==> config.mk <==
export PLATFORM = sky130hd
export DESIGN_NAME = tcw_ctrl
export DESIGN_NICKNAME = d
export VERILOG_FILES = /design/src/tcw_pkg.sv /design/src/tcw_ctrl.sv
export SDC_FILE = /design/constraint.sdc
export NUM_CORES = 1
export LEC_CHECK = 0
export ABC_AREA = 1
export CELL_PAD_IN_SITES_DETAIL_PLACEMENT = 1
export CELL_PAD_IN_SITES_GLOBAL_PLACEMENT = 2
export CORE_MARGIN = 2
export CORE_UTILIZATION = 25
export DETAILED_ROUTE_END_ITERATION = 6
export DONT_BUFFER_PORTS = 1
export GPL_ROUTABILITY_DRIVEN = 1
export PLACE_DENSITY_LB_ADDON = 0.1
export RECOVER_POWER = 100
export REMOVE_ABC_BUFFERS = 1
export SYNTH_ARGS = -nofsm -noshare
export SYNTH_HDL_FRONTEND = slang
export SYNTH_SLANG_ARGS = --single-unit
==> constraint.sdc <==
create_clock -name clk -period 1.4 [get_ports clk]
set_input_delay 0.14 -clock clk [delete_from_list [all_inputs] [get_ports clk]]
set_output_delay 0.14 -clock clk [all_outputs]
set_load 0.02 [all_outputs]
==> src/tcw_pkg.sv <==
package tcw_pkg;

  // Grid geometry
  localparam int COLUMNS   = 100;
  localparam int ROWS      = 30;
  localparam int ROW_W     = $clog2(ROWS);
  localparam int COL_W     = $clog2(COLUMNS);
  localparam int CUR_W     = $clog2(COLUMNS + 1);
  localparam int ADDR_W    = ROW_W + COL_W;
  localparam int MEM_DEPTH = 1 << ADDR_W;

  // Action codes
  localparam logic [1:0] ACT_PUT   = 2'd0;
  localparam logic [1:0] ACT_READ  = 2'd1;
  localparam logic [1:0] ACT_CLEAR = 2'd2;

  // Control bytes
  localparam logic [7:0] CH_BS  = 8'd8;
  localparam logic [7:0] CH_TAB = 8'd9;
  localparam logic [7:0] CH_NL  = 8'd10;
  localparam logic [7:0] CH_CR  = 8'd13;

  localparam logic [7:0]  BLANK_CHAR = 8'h20;
  localparam logic [23:0] WHITE      = 24'hFFFFFF;

  typedef struct packed {
    logic [1:0]  action;
    logic [7:0]  char_code;
    logic [23:0] color;
    logic [4:0]  read_row;
    logic [6:0]  read_col;
  } in_item_t;

  typedef struct packed {
    logic [7:0]  cell_char;
    logic [23:0] cell_color;
    logic [6:0]  cursor_col;
    logic [4:0]  cursor_row;
  } out_item_t;

  typedef enum logic [2:0] {
    ST_INIT,
    ST_IDLE,
    ST_EXEC,
    ST_READ,
    ST_CLEAR,
    ST_SCROLL,
    ST_FIN
  } state_t;

  // Controller to datapath
  typedef struct packed {
    logic take_in;
    logic init_step;
    logic clear_step;
    logic scroll_step;
    logic exec_commit;
    logic read_commit;
    logic fin_commit;
  } tcw_cmd_t;

  // Datapath to controller
  typedef struct packed {
    logic is_read;
    logic is_clear;
    logic need_scroll;
    logic row_end;
    logic all_end;
  } tcw_status_t;

  // Visible row to physical row through the ring offset
  function automatic logic [ROW_W-1:0] phys_row(input logic [ROW_W-1:0] vis,
                                                input logic [ROW_W-1:0] top);
    logic [ROW_W:0] sum;
    sum = {1'b0, vis} + {1'b0, top};
    if (sum >= (ROW_W+1)'(ROWS)) begin
      sum = sum - (ROW_W+1)'(ROWS);
    end
    return sum[ROW_W-1:0];
  endfunction

endpackage

==> src/tcw_ctrl.sv <==
module tcw_ctrl (
  input  logic                 clk,
  input  logic                 rst_n,
  input  logic                 in_valid,
  output logic                 in_stall,
  output logic                 out_valid,
  input  logic                 out_stall,
  input  tcw_pkg::tcw_status_t status,
  output tcw_pkg::tcw_cmd_t    cmd
);
  import tcw_pkg::*;

  state_t state_r, state_nxt;
  logic   out_valid_r, out_valid_nxt;
  logic   out_free, load_out;

  // Output register can take a beat when empty or being drained
  assign out_free = !out_valid_r || !out_stall;

  // Next state
  always_comb begin
    state_nxt = state_r;
    case (state_r)
      ST_INIT: begin
        if (status.all_end) state_nxt = ST_IDLE;
      end
      ST_IDLE: begin
        if (in_valid) state_nxt = ST_EXEC;
      end
      ST_EXEC: begin
        if (status.is_read) begin
          state_nxt = ST_READ;
        end else if (status.is_clear) begin
          state_nxt = ST_CLEAR;
        end else if (status.need_scroll) begin
          state_nxt = ST_SCROLL;
        end else if (out_free) begin
          state_nxt = ST_IDLE;
        end
      end
      ST_READ: begin
        if (out_free) state_nxt = ST_IDLE;
      end
      ST_CLEAR: begin
        if (status.all_end) state_nxt = ST_FIN;
      end
      ST_SCROLL: begin
        if (status.row_end) state_nxt = ST_FIN;
      end
      ST_FIN: begin
        if (out_free) state_nxt = ST_IDLE;
      end
      default: state_nxt = ST_INIT;
    endcase
  end

  // Commands
  always_comb begin
    cmd      = '0;
    in_stall = 1'b1;
    case (state_r)
      ST_INIT:   cmd.init_step = 1'b1;
      ST_IDLE: begin
        in_stall    = 1'b0;
        cmd.take_in = in_valid;
      end
      ST_EXEC: begin
        cmd.exec_commit = !status.is_read && !status.is_clear &&
                          !status.need_scroll && out_free;
      end
      ST_READ:   cmd.read_commit = out_free;
      ST_CLEAR:  cmd.clear_step  = 1'b1;
      ST_SCROLL: cmd.scroll_step = 1'b1;
      ST_FIN:    cmd.fin_commit  = out_free;
      default:   cmd = '0;
    endcase
  end

  assign load_out      = cmd.exec_commit || cmd.read_commit || cmd.fin_commit;
  assign out_valid_nxt = load_out || (out_valid_r && out_stall);
  assign out_valid     = out_valid_r;

  always_ff @(posedge clk) begin
    if (!rst_n) begin
      state_r     <= ST_INIT;
      out_valid_r <= 1'b0;
    end else begin
      state_r     <= state_nxt;
      out_valid_r <= out_valid_nxt;
    end
  end

  a_one_cmd: assert property (@(posedge clk) disable iff (!rst_n)
    $onehot0(cmd))
    else $error("more than one datapath command in a cycle");

  a_no_overwrite: assert property (@(posedge clk) disable iff (!rst_n)
    load_out |-> !(out_valid_r && out_stall))
    else $error("result loaded over a beat still waiting");

  a_take_exec: assert property (@(posedge clk) disable iff (!rst_n)
    cmd.take_in |=> state_r == ST_EXEC)
    else $error("accepted item not executed next cycle");

endmodule

After elaboration in Yosys (flattened, before gate mapping)
Index checks and enable logic that the tools add are counted.
- register bits: 4
- input bits: 9
- output and inout port bits: 9
- logic and storage cells: 45
- equal/unequal tests: 10
- mux-type cells: 17
- reductions and logical operators: 16
- operator list (operator ; count):
    3-bit two-way mux ; 8
    3-bit case mux with 6 select lines ; 1
    3-bit == test (second input constant) ; 3
    1-bit two-way mux ; 8
    2-bit inequality test (second input constant) ; 4
    3-bit by 2-bit == test with 1-bit output (second input constant) ; 2
    1-bit logical NOT ; 5
    1-bit logical AND ; 4
    1-bit logical OR ; 4
    4-bit AND reduction ; 1
    3-bit by 1-bit == test with 1-bit output (second input constant) ; 1
    3-bit logical NOT ; 1
    2-bit OR reduction ; 1

Logic depth before layout (Yosys ltp)
Gate-level depths: netlist of the first run.
- word-level depth: 8
- mapped depth: 9
- depth with buffers taken out: 9

Worst setup path after synthesis of the first run
No wires, ideal clock.
- path type: register to register
- start point: register state_r[1]
- end point: register state_r[0]
- setup time: 0.116 ns
- arrival time: 1.066 ns
- data required time: 1.284 ns
- slack: 0.218 ns
- cell stages (with the launch flop): 9
- path buffers: 0
- clock period less this slack: 1.182 ns
- path through: dfxtp_1 > inv_2 > nand2_1 > nor2_2 > nand2_1 > nand2_1 > nor2_2 > nand2_1 > a21oi_2
- cells in the longest elaborated chain, start to end: 3
- RTL lines (what ; RTL line ; RTL):
    start: declaration ; tcw_ctrl.sv:13 ; state_t state_r, state_nxt;
    start signal: assignment ; tcw_ctrl.sv:88 ; state_r <= state_nxt;
    3-bit by 2-bit == test with 1-bit output (tied with other cells) ; tcw_ctrl.sv:23 ; case (state_r)
    2-bit OR reduction (no source line) or 2-bit inequality test (tied branches) ; -- ;
    3-bit case mux with 6 select lines or 4-bit AND reduction (tied branches) ; -- ;
Several ways; a longest one is shown, not always the timed one.
A chain may end at the register's enable or synchronous reset.

==> results of run 1 <==
[synthesized netlist by cell type, types with 2 or more instances]
library cell	count	share of area, %
nor2_2	2	3.5
a21oi_1	4	5.5
nand3_1	9	12
inv_1	9	9.3
dfxtp_1	4	22
inv_2	3	3.1
nand2_1	15	16
nor2_1	11	11
[worst reg2reg max path: cells and delay by family, from the launching register on]
family	cells	cell delay [ns]
AND/OR/NAND/NOR	6	0.47
AO/OA/AOI/OAI	1	0.13
buffers and inverters	2	0.16
flip-flops	1	0.40
[final cells by class]
cell class,count,area [um2],share of cell area (%)
well taps,15,18.8,3.77
clock buffers,3,22.5,4.52
multi-input cells,50,259,52.0
flip-flops and latches,4,81.3,16.3
repair buffers,10,71.3,14.3
inverters,12,45.0,9.05
[worst max-delay path by stage]
stage | start | to | slack, ns
detailed placement | state_r[0] | state_r[0] | 0.15
floorplan | state_r[1] | state_r[0] | 0.22
global route | state_r[2] | cmd[6] | -0.01
CTS | state_r[0] | cmd[1] | 0.02
finish | state_r[0] | cmd[5] | 0.06
global placement | state_r[1] | state_r[2] | 0.15
[logic make-up after synthesis]
| logic type | Yosys count | share of synthesized area, % |
|---|---|---|
| simple gates | 42 | 51.9 |
| buf+inv | 12 | 12.5 |
| compound gates | 8 | 13.5 |
| flops | 4 | 22.1 |
[registers in the layout, summed over array words and instances (netlist names)]
name and flops:
state_r 3, out_valid 1
[per-stage QoR]
| stage | hold slack (ns) | cells |
|---|---|---|
| 2_1_floorplan | 0.311 | 66 |
| 3_3_place_gp | 0.340 | 89 |
| 3_5_place_dp | 0.354 | 89 |
| 4_1_cts | 0.104 | 92 |
| 5_1_grt | 0.137 | 94 |
| 6_report | 0.101 | 94 |
[power by group]
part,switching (mW),internal [mW],leakage [nW]
sequential,0.0252,0.135,0.0331
clock,0.0464,0.0958,0.0138
combinational,0.218,0.144,0.211
total,0.290,0.374,0.257
[metal layers]
metal  GRT usage [%]  up-vias
met5               0        -
met2            21.3       11
met1            18.7      203
met4            7.50        0
met3            3.02        2
li1                -      237
[repair_timing]
item,4_1_cts,5_1_grt
setup endpoints to repair,2,4
resized for setup,4,4
setup buffers,0,2
==> impl_metrics.csv, run 1 <==
group,metric,value,unit
outcome,status,"complete, no violations",
final_layout,fillCellCount,193,
final_layout,final_common_cell,"nand2_1",
setup_path,cp_cell_sequence,"inv_2, buf_4, nand2_2, nor2_1",
route,wl_met3,43,um
setup_path,crit_family,"simple AND/OR/NAND/NOR gates",
timing,rsz0062_at_grt,"true",
final_layout,nNetsFinal,90,
power,powerDensity,1330,mW/mm2
setup_path,ff2ff_path_depth,9,
timing,finalCriticalPeriod,1.34,ns
synthesis,yosys_register_bits,4,
placed_design,place_area,440,um2
timing,finalCritPeriodShare,95.4,%
setup_path,worstSetupEndpointType,"output pin",
synthesis,syn_area_per_cell,5.48,um2
route,top_layer,"met4",
clock_network,h-tree-depth,1,
setup_path,worstPathRequired,1.26,ns
setup_path,crit_buf_inv,2,
timing,hold_violations,0,
synthesis,postSynth.asyncResetShare,0,%
timing,finalClockSkew,0.00731,ns
die,die_w,42.0,um
power,ir_drop,0.458,mV
final_layout,num_antenna_cells,0,
route,ant_nets,0,
setup_path,cp.arrival,1.20,ns
setup_path,r2r_end,"state_r[1]",
timing,drv_slew,0,
setup_path,r2r_slack,0.12,ns
final_layout,drive_gt1_share,34.2,%
final_layout,final_area,498,um2
final_layout,final_util,37.3,%
clock_network,numCtsBuffers,3,
clock_network,clk_pin_slew,0.04,ns
die,start_util,27.1,%
placed_design,dp_slack,0.150,ns
synthesis,seq_area_frac_synth,22.1,%
final_layout,final_cell_mix,"nand2_1 (15), buf_4 (9), nor2_1 (8), inv_1 (8), nand3_1 (7)",
setup_path,cp.depth,4,
route,firstDrtPassIters,2,
synthesis,synth.distinct_cells,17,
clock_network,cts_hold_buf,0,
timing,tightest_slew,0.374,ns
synthesis,yosysWarningCount,0,
route,vias,453,
die,fp.dieH,42.0,um
flow_run,cap_violations,0,
route,drc,0,
placed_design,dpl.hpwl,990,um
hold_path,min_from,"rst_n",
hold_path,hold_end,"state_r[0]",
route,routed_wl,1190,um
setup_path,cp_slowest_cell,"dfxtp_1",
route,viasPerCell,4.82,
global_route,grt_start_max_net_pins,8,
global_route,grt.overflow.total,0,
route,drtIter0Drc,3,
die,io_pins,18,
route,dr_wl_met2,559,um
power,power.leakage,0.257,nW
global_route,antenna_found_initial,0,
placed_design,port-buffer-count,0,
die,rows,13,
timing,maxSlewHeadroom,75.0,%
clock_network,cts_buffer_depth,2,
final_layout,area_growth,37.7,%
setup_path,criticalPathCategory,"reg -> out",
setup_path,cp-start-kind,"register",
setup_path,cpPeakStageDelay,0.34,ns
die,core,0.00133,mm2
clock_network,cts_tree,"built",
global_route,grt_usage,14.1,%
hold_path,hold_depth,2,
clock_network,cts_sinks,4,
clock_network,insertion_delay,0.24,ns
placed_design,gp_congestion,0.746,
synthesis,syn_area,362,um2
route,wl_per_cell,12.6,um
power,power,664,uW
setup_path,path_max_fanout,7,
route,wl_met1,568,um
synthesis,synth-main-ff-cell,"dfxtp_1",
synthesis,synth_enable_flop_cells,0,
timing,tns,0,ns
timing,setup_viol,0,
timing,max_freq,748,MHz
global_route,grt_pass1_vias,426,
global_route,grt_pass1_wl,1870,um
clock_network,cts_root_buf,"clkbuf_4",
hold_path,hold_path_class,"in -> reg",
die,dieArea,0.00177,mm2
setup_path,r2r-start,"state_r[0]",
timing,finalWorstSetupSlack,0.0640,ns
synthesis,synthCells,66,
(Power assumes the default switching activity.)
==> run 2, diff against run 1 <==
==> constraint.sdc (replaced) <==
create_clock -name clk -period 1.31 [get_ports clk]
set_input_delay 0.131 -clock clk [delete_from_list [all_inputs] [get_ports clk]]
set_output_delay 0.131 -clock clk [all_outputs]
set_load 0.02 [all_outputs]
==> run 2 against run 1 <==
  * Clock power rose by 7%
  * Final area rose by 13%
  * Combinational power rose by 14%
  * Core utilization rose by 4.7 points
  * Count of clock-buffer cells in the layout did not move
  * Routed wire length rose by 2.9%
  * Die area did not move
  * Sequential power rose by 19%
  * Register-to-register slack barely moved
  * Highest routed layer unchanged
==> impl_metrics.csv, run 2 (same netlist as run 1, synthesis figures left out) <==
group,metric,value,unit
outcome,status,"complete, no violations",
clock_network,cts_sinks,4,
flow_run,cap_violations,0,
placed_design,place_area,440,um2
clock_network,insertion_delay,0.23,ns
timing,max_freq,781,MHz
global_route,grt_pass1_vias,425,
final_layout,final_cell_mix,"nand2_1 (14), buf_4 (13), nor2_1 (8)",
final_layout,final_common_cell,"nand2_1",
setup_path,worstSetupEndpointType,"output pin",
placed_design,gp_congestion,0.739,
final_layout,drive_gt1_share,42.9,%
clock_network,numCtsBuffers,3,
placed_design,dpl.hpwl,918,um
clock_network,cts_hold_buf,0,
setup_path,worstPathRequired,1.18,ns
global_route,grt_start_max_net_pins,8,
die,core,0.00133,mm2
final_layout,final_util,42.0,%
setup_path,cp.arrival,1.15,ns
power,power,753,uW
power,powerDensity,1340,mW/mm2
setup_path,cp-start-kind,"register",
timing,hold_violations,0,
final_layout,num_antenna_cells,0,
route,drc,0,
clock_network,clk_pin_slew,0.04,ns
placed_design,port-buffer-count,0,
route,drtIter0Drc,4,
hold_path,hold_path_class,"in -> reg",
route,ant_nets,0,
die,rows,13,
global_route,antenna_found_initial,0,
clock_network,cts_buffer_depth,2,
power,power.leakage,0.285,nW
final_layout,final_area,561,um2
die,fp.dieH,42.0,um
clock_network,h-tree-depth,1,
global_route,grt_usage,13.9,%
global_route,grt_pass1_wl,1860,um
setup_path,path_max_fanout,6,
die,io_pins,18,
route,firstDrtPassIters,4,
clock_network,cts_root_buf,"clkbuf_4",
route,routed_wl,1220,um
final_layout,regMostFlops,"state_r",
die,start_util,27.1,%
setup_path,criticalPathCategory,"reg -> out",
route,wl_per_cell,12.3,um
route,viasPerCell,4.81,
timing,finalCriticalPeriod,1.28,ns
timing,maxSlewHeadroom,73.0,%
timing,drv_slew,0,
timing,finalClockSkew,0.00206,ns
final_layout,nNetsFinal,95,
timing,setup_viol,0,
final_layout,area_growth,55.0,%
timing,finalCritPeriodShare,97.8,%
global_route,grt.overflow.total,0,
timing,worst_hold_slack,0.0826,ns
route,vias,476,
timing,rsz0062_at_grt,"true",
die,die_w,42.0,um
power,ir_drop,0.470,mV
clock_network,cts_tree,"built",
die,dieArea,0.00177,mm2
timing,tightest_slew,0.403,ns
final_layout,largest_register_ffs,3,
[run 2: changes by cell type in the layout (fill, tap and decap cells not counted), sizes merged]
cell | before | now
buf | 9 | 14
[run 2: worst max-delay path, cell delays in order (launching register included)]
cell and delay (ns):
dfxtp_2 0.36, inv_2 0.13, nand2_2 0.09, nor2_1 0.33
[run 2: area by class of cell]
cell class	instances	area, um2
flip-flops and latches	4	85.1
inverters	12	47.5
fillers	193	773
repair buffers	15	113
multi-input cells	50	274
well taps	15	18.8
clock buffers	3	22.5
[run 2: power by group]
part           internal (mW)  leakage, nW  total, mW  switching (mW)
clock                  0.102       0.0138      0.152          0.0495
combinational          0.168        0.237      0.411           0.243
sequential             0.150       0.0337      0.190          0.0396
total                  0.420        0.285      0.753           0.333
[run 2: routing by layer]
metal | routed length (um) | track usage [%] | up-vias | part of all wire, %
met2 | 594 | 21.3 | 10 | 49
li1 | - | - | 246 | -
met3 | 50 | 3.88 | 2 | 4.1
met5 | 0 | 0 | - | 0
met4 | 14 | 7.50 | 0 | 1.1
met1 | 560 | 17.6 | 218 | 46
[run 2: stage by stage]
stage	worst slack (ns)	setup TNS, ns	cells
after floorplan	0.128	0	66
after global placement	0.0616	0	89
after detailed placement	0.0397	0	89
after CTS	0.0103	0	95
after global routing	-0.0169	-0.0333	99
final	0.0289	0	99
[run 2: path summary, 6_finish.rpt]
check / start / end / slack [ns] / cells past startpoint
worst max-delay path: state_r[1] / cmd[5] / 0.03 / 3
worst min-delay path: rst_n / state_r[0] / 0.08 / 2
worst max register to register: state_r[2] / out_valid / 0.12 / 7
worst min register to register: state_r[0] / state_r[0] / 0.55 / 2
[run 2: timing repair]
item,in CTS,in global routing
gates resized for setup,5,11
pin swaps,2,2
endpoints found under the setup margin,3,6
buffers inserted,3,4
==> run 3, diff against run 2 <==
==> constraint.sdc (replaced) <==
create_clock -name clk -period 1.2 [get_ports clk]
set_input_delay 0.12 -clock clk [delete_from_list [all_inputs] [get_ports clk]]
set_output_delay 0.12 -clock clk [all_outputs]
set_load 0.02 [all_outputs]
==> run 3 against run 2 <==
  * Via count is 8.6% higher
  * Highest routed layer unchanged
  * Combinational power is 30% higher
  * The flow now finishes with violations (setup timing)
  * Clock skew is 0.0010 ns lower
  * Critical endpoint is now state_r[0]
  * Worst hold slack better by 0.012 ns
  * Sequential share of layout area is 1.2 points lower
  * Routed wire length is 15% higher
==> impl_metrics.csv, run 3 (same netlist as run 1, synthesis figures left out) <==
group,metric,value,unit
outcome,status,"finished, violations left",
outcome,violations,"setup timing",
power,powerDensity,1410,mW/mm2
clock_network,numCtsBuffers,3,
setup_path,worstSetupEndpointType,"register",
flow_run,cap_violations,0,
final_layout,fin_cells,104,
setup_path,ff2ff_path_depth,6,
power,p_clk_share,17.9,%
final_layout,sequential_cell_area,88.8,um2
final_layout,final_common_cell,"buf_4",
timing,tns,-0.0638,ns
route,drtIter0Drc,2,
global_route,antenna_found_initial,0,
die,die_w,42.0,um
die,rows,13,
power,p_comb_share,59.4,%
timing,finalCritPeriodShare,102,%
route,routed_wl,1410,um
power,swShare,43.3,%
timing,finalClockSkew,0.00106,ns
hold_path,hold_depth,2,
final_layout,area_growth,76.1,%
placed_design,dp.cells,95,
route,viasPerCell,4.97,
global_route,grt_start_max_net_pins,7,
power,internal-power,509,uW
global_route,grt_pass1_vias,489,
power,power.switching,388,uW
power,seqPwrFrac,22.7,%
timing,finalCriticalPeriod,1.22,ns
setup_path,cp_slowest_cell,"dfxtp_1",
power,power.leakage,0.316,nW
route,wl_per_cell,13.5,um
placed_design,gp_congestion,0.793,
die,io_pins,18,
timing,rsz0062_at_grt,"true",
final_layout,fillCellCount,191,
global_route,grt_usage,15.9,%
clock_network,cts_buffer_depth,2,
clock_network,cts_sinks,4,
final_layout,largest_register_ffs,3,
setup_path,cp.depth,6,
clock_network,clk_pin_slew,0.03,ns
die,dieArea,0.00177,mm2
die,start_util,27.1,%
setup_path,worstPathRequired,1.32,ns
timing,finalWorstSetupSlack,-0.0250,ns
final_layout,regMostFlops,"state_r",
timing,hold_violations,0,
final_layout,num_antenna_cells,0,
global_route,grt_pass1_wl,2100,um
clock_network,insertion_delay,0.23,ns
placed_design,port-buffer-count,0,
timing,drv_slew,0,
setup_path,cpPeakStageDelay,0.36,ns
timing,tightest_slew,0.327,ns
setup_path,crit_family,"simple AND/OR/NAND/NOR gates",
final_layout,nNetsFinal,100,
setup_path,cp.arrival,1.34,ns
die,fp.dieH,42.0,um
timing,setup_viol,4,
final_layout,drive_gt1_share,55.1,%
final_layout,multi_input_area,295,um2
timing,maxSlewHeadroom,78.2,%
global_route,grt.overflow.total,0,
setup_path,cp-start-kind,"register",
setup_path,cp_common_cell,"nand3_1",
clock_network,cts_tree,"built",
setup_path,criticalPathCategory,"reg -> reg",
placed_design,dpl.hpwl,976,um
hold_path,hold_path_class,"in -> reg",
setup_path,cp_cell_sequence,"clkbuf_1, nand3_1, nand3_1, nand3_2, nand2_1, a21oi_2",
route,firstDrtPassIters,3,
die,core,0.00133,mm2
route,vias,517,
route,drc,0,
clock_network,h-tree-depth,1,
clock_network,cts_root_buf,"clkbuf_4",
power,ir_drop,0.642,mV
timing,max_freq,816,MHz
setup_path,crit_buf_inv,1,
final_layout,final_cell_mix,"buf_4 (15), nand2_1 (12), nor2_1 (7)",
setup_path,path_max_fanout,2,
route,ant_nets,0,
-- run 3: changes by cell type in the layout (fill, tap and decap cells not counted), sizes merged --
cell	change
buf	+5
-- run 3: worst paths after layout --
kind / end / slack [ns] / startpoint
setup / recovery: state_r[0] / -0.02 / out_valid
hold / removal: state_r[0] / 0.09 / rst_n
setup reg to reg: state_r[0] / -0.02 / out_valid
hold reg to reg: state_r[0] / 0.53 / state_r[0]
-- run 3: power groups by stage --
stage | clock, mW | combinational, mW | sequential [mW]
3_3_place_gp | 0 | 0.432 | 0.183
3_5_place_dp | 0 | 0.429 | 0.186
6_report | 0.160 | 0.533 | 0.204
2_1_floorplan | 0 | 0.261 | 0.188
5_1_grt | 0.189 | 0.574 | 0.208
4_1_cts | 0.172 | 0.480 | 0.204
-- run 3: area by class of cell --
class                   count  area share, %
multi-input cells          50           46.4
inverters                  12           7.86
clock buffers               3           3.54
repair buffers             20           25.3
flip-flops and latches      4           13.9
well taps                  15           2.95
-- run 3: through the flow --
step | hold slack (ns) | setup slack (ns) | utilization, % | instance area [um2] | power, mW
2_1_floorplan | 0.291 | 0.0181 | - | 362 | 0.448
3_3_place_gp | 0.315 | 0.0298 | 36.4 | 485 | 0.615
3_5_place_dp | 0.331 | 0.00188 | 36.4 | 485 | 0.614
4_1_cts | 0.0816 | -0.00548 | 44.7 | 597 | 0.856
5_1_grt | 0.0788 | -0.0805 | 47.7 | 637 | 0.971
6_report | 0.0948 | -0.0250 | 47.7 | 637 | 0.898
-- run 3: what timing repair did --
action,CTS,global route
setup endpoints to repair,6,9
hold endpoints to repair,0,0
hold buffers,0,0
setup buffers,3,3
pin swaps,2,2
resized for setup,22,8
-- run 3: routing by layer --
layer | vias to the layer above | global-route usage, % | routed length (um)
met2 | 12 | 26.3 | 677
met4 | 0 | 9.38 | 34
met1 | 244 | 18.8 | 644
met5 | - | 0 | 0
li1 | 257 | - | -
met3 | 4 | 3.45 | 48
-- run 3: worst register-to-register path, stage by stage, from the launching register on --
cell	delay, ns
dfxtp_1	0.36
clkbuf_1	0.30
nand3_1	0.12
nand3_1	0.11
nand3_2	0.09
nand2_1	0.08
a21oi_2	0.05
